===== config.mk =====
export PLATFORM = sky130hd
export DESIGN_NAME = murmur64a_hash_flat
export DESIGN_NICKNAME = d
export VERILOG_FILES = /design/src/mm64_pkg.sv /design/src/mm64_if.sv /design/src/mm64_mul.sv /design/src/mm64_cfg.sv /design/src/murmur64a_hash.sv /design/src/flat_wrapper.sv
export VERILOG_INCLUDE_DIRS = /design/src /design/src/src
export SDC_FILE = /design/constraint.sdc
export NUM_CORES = 2
export LEC_CHECK = 0
export BUFFER_PORTS_ARGS = -buffer_cell sky130_fd_sc_hd__buf_2
export CAP_MARGIN = 20
export CORE_UTILIZATION = 65
export DETAILED_ROUTE_END_ITERATION = 6
export PLACE_DENSITY_LB_ADDON = 0.1
export SYNTH_ARGS = -nofsm -noshare
export SYNTH_HDL_FRONTEND = slang
export SYNTH_SLANG_ARGS = --single-unit

===== constraint.sdc =====
create_clock -name clk -period 19.7 [get_ports clk]
set_input_delay 2.955 -clock clk [delete_from_list [all_inputs] [get_ports clk]]
set_output_delay 2.955 -clock clk [all_outputs]
set_load 0.03 [all_outputs]

===== src/murmur64a_hash_assert.svh =====
// ---------------------------------------------------------------------------
// murmur64a_hash_assert.svh
// Assertion macros shared by the murmur64a_hash block.
// ---------------------------------------------------------------------------
`ifndef MURMUR64A_HASH_ASSERT_SVH
`define MURMUR64A_HASH_ASSERT_SVH

// same-cycle implication, sampled on clk, off during reset
`define MM64_ASSERT_NOW(lbl, ante, cons, msg) \
  lbl: assert property (@(posedge clk) disable iff (!rst_n) (ante) |-> (cons)) \
    else $error(msg);

// next-cycle implication, sampled on clk, off during reset
`define MM64_ASSERT_NEXT(lbl, ante, cons, msg) \
  lbl: assert property (@(posedge clk) disable iff (!rst_n) (ante) |=> (cons)) \
    else $error(msg);

`endif


===== src/mm64_pkg.sv =====
// ---------------------------------------------------------------------------
// mm64_pkg
// Constants and shared types of the MurmurHash64A block.
// ---------------------------------------------------------------------------
package mm64_pkg;

  localparam logic [63:0] MIX_MUL   = 64'hC6A4_A793_5BD1_E995;
  localparam logic [31:0] MUL_LO    = MIX_MUL[31:0];
  localparam logic [31:0] MUL_HI    = MIX_MUL[63:32];
  localparam int unsigned MIX_SHIFT = 47;

  // config port: one 64-bit register per 8-byte slot
  localparam int unsigned CFG_ADDR_W = 4;
  localparam logic        REG_SEED   = 1'b0;

  typedef struct packed {
    logic        go;
    logic [63:0] operand;
  } mul_req_t;

  typedef struct packed {
    logic        busy;
    logic        done;
    logic [63:0] product;
  } mul_rsp_t;

  function automatic logic [63:0] xorshift(input logic [63:0] v);
    xorshift = v ^ (v >> MIX_SHIFT);
  endfunction

endpackage


===== src/mm64_if.sv =====
// ---------------------------------------------------------------------------
// mm64_if
// Valid/ready channels for message words in and hash words out.
// ---------------------------------------------------------------------------
interface mm64_in_if;
  logic        valid;
  logic        ready;
  logic        start_flag;
  logic [31:0] message_length;
  logic [63:0] data_word;

  modport source (output valid, start_flag, message_length, data_word, input ready);
  modport sink   (input valid, start_flag, message_length, data_word, output ready);
endinterface

interface mm64_out_if;
  logic        valid;
  logic        ready;
  logic [63:0] hash_value;

  modport source (output valid, hash_value, input ready);
  modport sink   (input valid, hash_value, output ready);
endinterface


===== src/mm64_mul.sv =====
// ---------------------------------------------------------------------------
// mm64_mul
// Multi-cycle 64-bit multiply by the mix constant, modulo 2^64, built from
// three 32x32 partial products on one multiplier.
// ---------------------------------------------------------------------------
module mm64_mul
  import mm64_pkg::*;
(
  input  logic     clk,
  input  logic     rst_n,
  input  mul_req_t req,
  output mul_rsp_t rsp
);

  logic [63:0] a_r;
  logic [1:0]  cnt_r;
  logic        busy_r;
  logic        done_r;
  logic [63:0] prod_r;
  logic [63:0] acc_r;

  logic [31:0] mx;
  logic [31:0] my;
  logic [63:0] pp;

  // lo*lo, then the two cross terms; hi*hi falls off the top
  always_comb begin
    case (cnt_r)
      2'd0:    begin mx = a_r[31:0];  my = MUL_LO; end
      2'd1:    begin mx = a_r[31:0];  my = MUL_HI; end
      default: begin mx = a_r[63:32]; my = MUL_LO; end
    endcase
  end

  assign pp = 64'(mx) * 64'(my);

  always_ff @(posedge clk) begin
    if (!rst_n) begin
      busy_r <= 1'b0;
      done_r <= 1'b0;
      cnt_r  <= 2'd0;
    end else begin
      done_r <= 1'b0;
      if (req.go) begin
        a_r    <= req.operand;
        busy_r <= 1'b1;
        cnt_r  <= 2'd0;
      end else if (busy_r) begin
        cnt_r  <= cnt_r + 2'd1;
        prod_r <= pp;
        case (cnt_r)
          2'd0: ;
          2'd1: acc_r <= prod_r;
          default: acc_r <= acc_r + {prod_r[31:0], 32'h0};
        endcase
        if (cnt_r == 2'd3) begin
          busy_r <= 1'b0;
          done_r <= 1'b1;
        end
      end
    end
  end

  assign rsp.busy    = busy_r;
  assign rsp.done    = done_r;
  assign rsp.product = acc_r;

endmodule


===== src/mm64_cfg.sv =====
// ---------------------------------------------------------------------------
// mm64_cfg
// APB-style register port holding the 64-bit seed.
// ---------------------------------------------------------------------------
module mm64_cfg
  import mm64_pkg::*;
(
  input  logic                  clk,
  input  logic                  rst_n,
  input  logic                  psel,
  input  logic                  penable,
  input  logic                  pwrite,
  input  logic [CFG_ADDR_W-1:0] paddr,
  input  logic [63:0]           pwdata,
  output logic [63:0]           prdata,
  output logic                  pready,
  output logic [63:0]           seed
);

  logic [63:0] seed_r;
  logic        wr_en;

  assign pready = 1'b1;
  assign wr_en  = psel && penable && pwrite;

  always_ff @(posedge clk) begin
    if (!rst_n) begin
      seed_r <= 64'h0;
    end else if (wr_en && (paddr[3] == REG_SEED)) begin
      seed_r <= pwdata;
    end
  end

  always_comb begin
    unique case (paddr[3])
      REG_SEED: prdata = seed_r;
      default:  prdata = 64'h0;
    endcase
  end

  assign seed = seed_r;

endmodule


===== src/murmur64a_hash.sv =====
// ---------------------------------------------------------------------------
// murmur64a_hash
// Streaming MurmurHash64A over little-endian 64-bit message words.
// ---------------------------------------------------------------------------
// Every multiply by the mix constant goes through one shared unit that forms
// three 32x32 partial products between issue and result. A start word
// issues the length multiply before its data, a full word takes three
// multiplies, a partial last word one, and the finalizer adds one more on
// the word that ends a message; the result then sits in an output
// register while the next word is taken. A word outside a message is taken
// and dropped. The seed lives at byte address 0 of the register port;
// message lengths are taken modulo 2^LENGTH_BITS.
`include "murmur64a_hash_assert.svh"

module murmur64a_hash
  import mm64_pkg::*;
#(
  parameter int unsigned LENGTH_BITS = 32
) (
  input  logic                  clk,
  input  logic                  rst_n,
  mm64_in_if.sink               in_word,
  mm64_out_if.source            out_hash,
  input  logic                  psel,
  input  logic                  penable,
  input  logic                  pwrite,
  input  logic [CFG_ADDR_W-1:0] paddr,
  input  logic [63:0]           pwdata,
  output logic [63:0]           prdata,
  output logic                  pready
);

  localparam int unsigned LEN_IN_W = (LENGTH_BITS < 32) ? LENGTH_BITS : 32;
  localparam logic [LENGTH_BITS-1:0] WORD_BYTES = LENGTH_BITS'(8);

  typedef enum logic [2:0] {
    ST_IDLE, ST_LEN, ST_KMUL, ST_KMIX, ST_HMUL, ST_PART, ST_FIN, ST_HOLD
  } state_t;

  typedef struct packed {
    state_t      st;
    logic [63:0] opnd;
  } issue_t;

  state_t               state_r, state_nxt;
  logic                 go_r, go_nxt;
  logic [63:0]          opnd_r, opnd_nxt;
  logic [63:0]          h_r, h_nxt;
  logic [LENGTH_BITS-1:0] rem_r, rem_nxt;
  logic [63:0]          word_r, word_nxt;
  logic                 out_valid_r, out_valid_nxt;
  logic [63:0]          hash_r, hash_nxt;

  logic [63:0]          seed;
  logic [LENGTH_BITS-1:0] len_in;
  logic                 in_acc;
  logic [63:0]          p;
  logic [63:0]          h_start;
  issue_t               nw;
  mul_req_t             mul_req;
  mul_rsp_t             mul_rsp;

  mm64_cfg u_cfg (
    .clk     (clk),
    .rst_n   (rst_n),
    .psel    (psel),
    .penable (penable),
    .pwrite  (pwrite),
    .paddr   (paddr),
    .pwdata  (pwdata),
    .prdata  (prdata),
    .pready  (pready),
    .seed    (seed)
  );

  mm64_mul u_mul (
    .clk   (clk),
    .rst_n (rst_n),
    .req   (mul_req),
    .rsp   (mul_rsp)
  );

  assign mul_req.go      = go_r;
  assign mul_req.operand = opnd_r;

  // low rem bytes of the word, rem in 1..7
  function automatic logic [63:0] keep_low(input logic [63:0] w, input logic [2:0] rem);
    logic [63:0] r;
    r = 64'h0;
    for (int i = 0; i < 8; i++) begin
      if (3'(i) < rem) r[8*i +: 8] = w[8*i +: 8];
    end
    keep_low = r;
  endfunction

  // first multiply of a data word: full word mixes k, partial word folds into h
  function automatic issue_t word_issue(input logic [63:0] h, input logic [63:0] w,
                                        input logic [LENGTH_BITS-1:0] rem);
    issue_t r;
    if (|rem[LENGTH_BITS-1:3]) begin
      r.st   = ST_KMUL;
      r.opnd = w;
    end else begin
      r.st   = ST_PART;
      r.opnd = h ^ keep_low(w, rem[2:0]);
    end
    word_issue = r;
  endfunction

  assign len_in  = LENGTH_BITS'(in_word.message_length[LEN_IN_W-1:0]);
  assign in_acc  = in_word.valid && in_word.ready;
  assign p       = mul_rsp.product;
  assign h_start = seed ^ p;

  always_comb begin
    if (state_r == ST_IDLE) nw = word_issue(h_r, in_word.data_word, rem_r);
    else                    nw = word_issue(h_start, word_r, rem_r);
  end

  always_comb begin
    state_nxt     = state_r;
    go_nxt        = 1'b0;
    opnd_nxt      = opnd_r;
    h_nxt         = h_r;
    rem_nxt       = rem_r;
    word_nxt      = word_r;
    out_valid_nxt = out_valid_r;
    hash_nxt      = hash_r;

    if (out_valid_r && out_hash.ready) out_valid_nxt = 1'b0;

    unique case (state_r)
      ST_IDLE: begin
        if (in_acc) begin
          word_nxt = in_word.data_word;
          if (in_word.start_flag) begin
            rem_nxt   = len_in;
            state_nxt = ST_LEN;
            go_nxt    = 1'b1;
            opnd_nxt  = 64'(len_in);
          end else if (rem_r != '0) begin
            state_nxt = nw.st;
            go_nxt    = 1'b1;
            opnd_nxt  = nw.opnd;
          end
        end
      end
      ST_LEN: begin
        if (mul_rsp.done) begin
          h_nxt  = h_start;
          go_nxt = 1'b1;
          if (rem_r == '0) begin
            state_nxt = ST_FIN;
            opnd_nxt  = xorshift(h_start);
          end else begin
            state_nxt = nw.st;
            opnd_nxt  = nw.opnd;
          end
        end
      end
      ST_KMUL: begin
        if (mul_rsp.done) begin
          state_nxt = ST_KMIX;
          go_nxt    = 1'b1;
          opnd_nxt  = xorshift(p);
        end
      end
      ST_KMIX: begin
        if (mul_rsp.done) begin
          state_nxt = ST_HMUL;
          go_nxt    = 1'b1;
          opnd_nxt  = h_r ^ p;
          rem_nxt   = rem_r - WORD_BYTES;
        end
      end
      ST_HMUL: begin
        if (mul_rsp.done) begin
          h_nxt = p;
          if (rem_r == '0) begin
            state_nxt = ST_FIN;
            go_nxt    = 1'b1;
            opnd_nxt  = xorshift(p);
          end else begin
            state_nxt = ST_IDLE;
          end
        end
      end
      ST_PART: begin
        if (mul_rsp.done) begin
          rem_nxt   = '0;
          state_nxt = ST_FIN;
          go_nxt    = 1'b1;
          opnd_nxt  = xorshift(p);
        end
      end
      ST_FIN: begin
        if (mul_rsp.done) begin
          if (!out_valid_r || out_hash.ready) begin
            hash_nxt      = xorshift(p);
            out_valid_nxt = 1'b1;
            h_nxt         = 64'h0;
            state_nxt     = ST_IDLE;
          end else begin
            // output still occupied: park the hash in h
            h_nxt     = xorshift(p);
            state_nxt = ST_HOLD;
          end
        end
      end
      ST_HOLD: begin
        if (!out_valid_r || out_hash.ready) begin
          hash_nxt      = h_r;
          out_valid_nxt = 1'b1;
          h_nxt         = 64'h0;
          state_nxt     = ST_IDLE;
        end
      end
      default: state_nxt = ST_IDLE;
    endcase
  end

  always_ff @(posedge clk) begin
    if (!rst_n) begin
      state_r     <= ST_IDLE;
      go_r        <= 1'b0;
      h_r         <= 64'h0;
      rem_r       <= '0;
      out_valid_r <= 1'b0;
    end else begin
      state_r     <= state_nxt;
      go_r        <= go_nxt;
      h_r         <= h_nxt;
      rem_r       <= rem_nxt;
      out_valid_r <= out_valid_nxt;
    end
    opnd_r <= opnd_nxt;
    word_r <= word_nxt;
    hash_r <= hash_nxt;
  end

  assign in_word.ready       = (state_r == ST_IDLE);
  assign out_hash.valid      = out_valid_r;
  assign out_hash.hash_value = hash_r;

  `MM64_ASSERT_NOW(a_go_idle_unit, go_r, !mul_rsp.busy, "multiply issued while unit busy")
  `MM64_ASSERT_NOW(a_done_in_wait, mul_rsp.done, (state_r == ST_LEN) || (state_r == ST_KMUL) || (state_r == ST_KMIX) || (state_r == ST_HMUL) || (state_r == ST_PART) || (state_r == ST_FIN), "multiply result with no consumer")
  `MM64_ASSERT_NOW(a_full_word, state_r == ST_KMUL, |rem_r[LENGTH_BITS-1:3], "full-word mix with fewer than eight bytes left")
  `MM64_ASSERT_NEXT(a_start_len, in_acc && in_word.start_flag, (state_r == ST_LEN) && go_r, "start word did not launch length multiply")

endmodule

===== src/flat_wrapper.sv =====
// flat-port wrapper written by rule: the top's interface ports become plain ports
module murmur64a_hash_flat import mm64_pkg::*;
#(
  parameter int unsigned LENGTH_BITS = 32
)
  (clk, rst_n, psel, penable, pwrite, paddr, pwdata, prdata, pready, in_word_valid, in_word_start_flag, in_word_message_length, in_word_data_word, in_word_ready, out_hash_valid, out_hash_hash_value, out_hash_ready);
  mm64_in_if in_word_i ();
  mm64_out_if out_hash_i ();
  input  logic clk;
  input  logic rst_n;
  input  logic psel;
  input  logic penable;
  input  logic pwrite;
  input  logic [CFG_ADDR_W-1:0] paddr;
  input  logic [63:0] pwdata;
  output logic [63:0] prdata;
  output logic pready;
  input wire logic [$bits(in_word_i.valid)-1:0] in_word_valid;
  input wire logic [$bits(in_word_i.start_flag)-1:0] in_word_start_flag;
  input wire logic [$bits(in_word_i.message_length)-1:0] in_word_message_length;
  input wire logic [$bits(in_word_i.data_word)-1:0] in_word_data_word;
  output wire logic [$bits(in_word_i.ready)-1:0] in_word_ready;
  output wire logic [$bits(out_hash_i.valid)-1:0] out_hash_valid;
  output wire logic [$bits(out_hash_i.hash_value)-1:0] out_hash_hash_value;
  input wire logic [$bits(out_hash_i.ready)-1:0] out_hash_ready;
  assign in_word_i.valid = in_word_valid;
  assign in_word_i.start_flag = in_word_start_flag;
  assign in_word_i.message_length = in_word_message_length;
  assign in_word_i.data_word = in_word_data_word;
  assign in_word_ready = in_word_i.ready;
  assign out_hash_valid = out_hash_i.valid;
  assign out_hash_hash_value = out_hash_i.hash_value;
  assign out_hash_i.ready = out_hash_ready;
  murmur64a_hash #(.LENGTH_BITS(LENGTH_BITS)) u_core (.clk(clk), .rst_n(rst_n), .in_word(in_word_i), .out_hash(out_hash_i), .psel(psel), .penable(penable), .pwrite(pwrite), .paddr(paddr), .pwdata(pwdata), .prdata(prdata), .pready(pready));
endmodule

; Yosys cells after proc, flatten, opt, wreduce, memory -nomap -nowiden
; Cells that the tools add are included.
[classes]
addsub = 3
mul = 1
magnitude_cmp = 8
eq_ne = 22
mux = 109
n_bitwise = 11
n_reduce_logical = 30
[ops]
columns = cell, count
row1 = 64-bit 2-to-1 mux, 18
row2 = 8-bit 2-to-1 mux, 48
row3 = 64-bit case mux with 5 select lines, 1
row4 = 64-bit case mux with 2 select lines, 2
row5 = 64-bit case mux with 4 select lines, 1
row6 = 64-bit XOR, 4
row7 = 67-bit 2-to-1 mux, 3
row8 = 32-bit 2-to-1 mux, 6
row9 = 64-bit by 17-bit XOR with 64-bit output, 2
row10 = 32-bit case mux with 3 select lines, 1
row11 = 64-bit adder, 1
row12 = 32-bit by 32-bit multiplier with 64-bit output, 1
row13 = 3-bit 2-to-1 mux, 13
row14 = 32-bit logical NOT, 1
row15 = 32-bit nonzero test, 1
row16 = "32-bit by 4-bit subtractor with 32-bit output, second input constant", 1
row17 = 29-bit OR reduction, 1
row18 = 3-bit case mux with 8 select lines, 1
row19 = "2-bit != test, second input constant", 8
row20 = 1-bit 2-to-1 mux, 13
row21 = "3-bit == test, second input constant", 4
row22 = "3-bit less-than comparator, first input constant", 4
row23 = 5-bit AND reduction, 2
row24 = 9-bit AND reduction, 1
row25 = other kinds (28), 46
[word_totals]
register_bits = 553
inputBits = 172
output_inout_bits = 131
wordCells = 199

; Longest topological paths before layout
[logic_depth]
depth_word = 11
depth_mapped = 35
mapped_depth_nobuf = 32

; Modules after synthesis
; A second synthesis with hierarchy kept.
[unflattened]
hier_cells = 5590
hier_area_um2 = 55468.2
[by_module_without_submodules]
columns = module, n_inst, cells_per_inst, area_per_inst_um2, seq_area_each_um2
row1 = mm64_mul, 1, 3059, 32932.8, 5845.6
row2 = murmur64a_hash, 1, 2180, 19496.2, 7787.5
row3 = mm64_cfg, 1, 351, 3039.2, 1281.2

; Worst setup path after synthesis
; OpenSTA, ideal clock, no wires.
[synth_timing]
path_kind = register to register
startpoint = register u_core.u_mul.cnt_r[1]
endpoint = register u_core.u_mul.prod_r[59] (data pin)
setup_ns = 0.265
arrival_time_ns = 9.351
t_required_ns = 19.435
path_slack_ns = 10.084
stages_incl_launch_ff = 34
n_path_buf = 4
synth_period_minus_slack_ns = 9.616
cell_sequence = dfxtp_1 -> inv_1 -> ha_1 -> clkbuf_1 -> nor2_1 -> clkbuf_1 -> clkbuf_1 -> mux2i_1 -> inv_1 -> nand2_1 -> inv_1 -> ha_1 -> inv_1 -> fa_1 -> inv_1 -> fa_1 -> inv_1 -> fa_1 -> inv_1 -> fa_1 -> fa_1 -> fa_1 -> fa_1 -> ha_1 -> clkbuf_1 -> a21oi_1 -> o211ai_1 -> a2111oi_0 -> o311ai_0 -> o21ai_0 -> o211ai_1 -> a31oi_1 -> o21ai_0 -> xor2_1
[synth_via]
elab_chain_cells = 4
elab_cells_between_ends = 6
cone_classes = 1 x mul / 1 x eq/ne / 2 x mux / 2 x reduce/logical
[synth_rtl]
columns = item, line_no
row1 = start: declaration, mm64_mul.sv:16  ; logic [1:0] cnt_r;
row2 = start signal: assignment, mm64_mul.sv:49  ; cnt_r <= cnt_r + 2'd1;
row3 = 2-bit by 1-bit == test with 1-bit output or 2-bit logical NOT (tied branches), mm64_mul.sv:28  ; case (cnt_r)
row4 = 2-bit OR reduction (no source line), n/a
row5 = 32-bit 2-to-1 mux, mm64_mul.sv:28
row6 = 32-bit by 32-bit multiplier with 64-bit output (*), mm64_mul.sv:35  ; assign pp = 64'(mx) * 64'(my);
row7 = via u_core.u_mul.pp[59], mm64_mul.sv:24  ; logic [63:0] pp;
row8 = end signal: assignment, mm64_mul.sv:50  ; prod_r <= pp;
row9 = end: declaration, mm64_mul.sv:19  ; logic [63:0] prod_r;
; The timed path passes the listed nets; every way through them passes the cells marked *.
; A chain may end at the register's enable or synchronous reset.

; Final worst setup path
[layout_timing]
startpoint = register u_core.u_mul.cnt_r[0]
endpoint = register u_core.u_mul.prod_r[62] (data pin)
; The elaborated chain is that of the path after synthesis.

==> impl_metrics.json <==
{
  "fp.dieArea_um2": 84600,
  "status": "finished clean",
  "grt_max_degree": 103,
  "ys_seq_elements": 553,
  "cts_setup_buffers": 0,
  "finalClockSkew_ps": 29.1,
  "multiInputGateArea_um2": 35100,
  "path_common_cell": "fa_1",
  "ff_latch_area_um2": 14900,
  "drive_above_1_share": 0.0980,
  "syn_area_um2": 54200,
  "cts_num_sinks": 553,
  "first_iter_violations": 5515,
  "hold_viol_final": 0,
  "grt_pass1_vias": 43400,
  "worstPathMaxFanout": 32,
  "die_y_um": 291,
  "cts_root_buf": "clkbuf_16",
  "slowest_stage": "mux2i_1",
  "cts.clk_slew.worst_paths_ps": 70,
  "viasPerCell": 6.52,
  "async_flop_share": 0,
  "drc": 0,
  "end_kind": "flop",
  "num-fill-cells": 6414,
  "rsz0062_at_grt": "no",
  "yosysMostFrequentCell": "inv_1",
  "core-area_um2": 82400,
  "hold_depth": 0,
  "wl_per_cell_um": 26.7,
  "htree_num_levels": 2,
  "grt_overflow_total": 0,
  "place.gp.congestion": 1.02,
  "synth_edf_count": 384,
  "cts_tree": "built",
  "slew_violations": 0,
  "hp-class": "reg -> reg",
  "path_class": "reg -> reg",
  "syn_avg_cell_area_um2": 9.78,
  "synthTopCellsByCount": "862 x inv_1, 625 x fa_1, 480 x nand2_1",
  "worst_slack_ps": 8600,
  "drv_cap": 0,
  "port_buffers": 298,
  "hpwl_um": 139000,
  "reg2regPathDepth": 28,
  "drt-total-wl_um": 181000,
  "min_period_over_period": 0.563,
  "tns_ps": 0,
  "hold_buffers": 0,
  "ant_nets": 0,
  "pin_count": 303,
  "maxSlewHeadroom": 0.198,
  "antenna_found_initial": 26,
  "placementRows": 105,
  "yosys.cell_types.count": 86,
  "synth_top_cell_by_area": "fa_1",
  "yosysSeqAreaShare": 0.275,
  "synthCells": 5544,
  "grt.total_usage": 0.429,
  "grt_pass1_wl_um": 271000,
  "cp.arrival_ps": 11550,
  "layout.cells.non_filler": 6795,
  "fmaxAchievable_mhz": 90.1,
  "synthTopCellsByArea": "fa_1 23%, edfxtp_1 21%, ha_1 9.9%",
  "finalSetupViolCount": 0,
  "die_width_um": 291,
  "clk_latency_ps": 650,
  "fin_crit_ps": 11100,
  "clockBufferDepth": 3,
  "vias": 44300,
  "fin_nets": 6896,
  "syn_to_final_growth_pct": 7.73,
  "tightest_slew_ps": 1190,
  "crit_path_max_incr_delay_ps": 770,
  "first_pass_iters": 7,
  "cp.required_ps": 20150,
  "synthFlopType": "edfxtp_1",
  "cts_made_buffers": 53,
  "dp.cells": 6685,
  "initial_utilization": 0.658,
  "yosys_warnings": 0,
  "place_ws_ps": 8890,
  "synth_top_area_share": 0.231,
  "start_kind": "flop",
  "cts_resized": 0
}
## stage by stage
| stage | hold slack (ps) | utilization | area, um2 |
|---|---|---|---|
| final | 416 | 0.709 | 58400 |
| after detailed placement | 405 | 0.686 | 56500 |
| after global routing | 419 | 0.709 | 58400 |
| after floorplan | 400 | - | 54200 |
| after CTS | 415 | 0.709 | 58400 |
| after global placement | 402 | 0.686 | 56500 |
## cells in the final DEF, fill, tap and decap left out, drive strengths merged, types with 11 or more instances in the layout
cell type and instances:
or2 24, nand4 21, edfxtp 384, nand3 48, a21oi 313, nor2 268
nor3b 54, a221o 28, o221ai 67, dfxtp 169, and2 55, o21ai 327
inv 866, clkinv 23, xor2 119, buf 358, a211oi 38, o211ai 41
a311oi 42, a21boi 81, fa 625, ha 429, o21bai 21, nand2 481
mux2i 47, nand2b 11, nor2b 103, a31oi 18, clkbuf 62, a22oi 55
xnor2 96, and3 19, a221oi 110, a21o 50, mux2 50, diode 12
nor3 54
## layer usage
layer | wire length [um] | global-route usage | vias up
met2 | 81500 | 0.666 | 2999
met5 | 219 | 0.00510 | -
li1 | - | - | 19100
met4 | 12400 | 0.242 | 28
met3 | 21400 | 0.0883 | 618
met1 | 65900 | 0.564 | 21500
## sequential cells by signal, indices dropped and copies added (netlist names)
| register | cells |
|---|---|
| u_core.go_r | 1 |
| u_core.h_r | 64 |
| u_core.opnd_r | 64 |
| u_core.out_hash.hash_value | 64 |
| u_core.out_hash.valid | 1 |
| u_core.rem_r | 32 |
| u_core.state_r | 3 |
| u_core.u_cfg.seed | 64 |
| u_core.u_mul.a_r | 64 |
| u_core.u_mul.acc_r | 64 |
| u_core.u_mul.busy_r | 1 |
| u_core.u_mul.cnt_r | 2 |
| u_core.u_mul.done_r | 1 |
| u_core.u_mul.prod_r | 64 |
| u_core.word_r | 64 |
## logic make-up (layout without fill, tap and decap cells)
| family | count (synthesis) | count (layout) | share of synthesized area |
|---|---|---|---|
| xor+xnor | 215 | 215 | 0.0347 |
| fa+ha+maj | 1054 | 1054 | 0.330 |
| compound gates | 1286 | 1286 | 0.157 |
| buf+inv | 1158 | 1322 | 0.0815 |
| simple gates | 1179 | 1179 | 0.103 |
| other cells | 2 | 19 | 0.000138 |
| flops | 553 | 553 | 0.275 |
| mux | 97 | 97 | 0.0191 |
## final timing paths
check                                            from                      end  slack, ps
worst min register to register      u_core.opnd_r[40]     u_core.u_mul.a_r[40]        420
worst max register to register  u_core.u_mul.cnt_r[0]  u_core.u_mul.prod_r[62]       8600
worst max-delay path            u_core.u_mul.cnt_r[0]  u_core.u_mul.prod_r[62]       8600
worst min-delay path                u_core.opnd_r[40]     u_core.u_mul.a_r[40]        420
## cell type report
type / instances / share of cell area
inverter: 866 / 0.0556
multi-input combinational: 3838 / 0.600
clock buffer: 62 / 0.0240
timing repair buffer: 358 / 0.0333
clock inverter: 36 / 0.00799
sequential: 553 / 0.255
tap: 1070 / 0.0229
antenna: 12 / 0.000514
## critical path, delay by kind of cell, from the launching register on
family	cells	cell delay, ps
muxes	1	770
adders and majority gates	10	4770
xor gates and xnor gates	1	200
AOI/OAI and AO/OA	4	1390
and+or+nand+nor	6	1780
DFF	1	470
buffers and inverters	6	1450
Power is not shown: default switching activity piles up to over one toggle a cycle in this logic, so the estimate is an artifact.
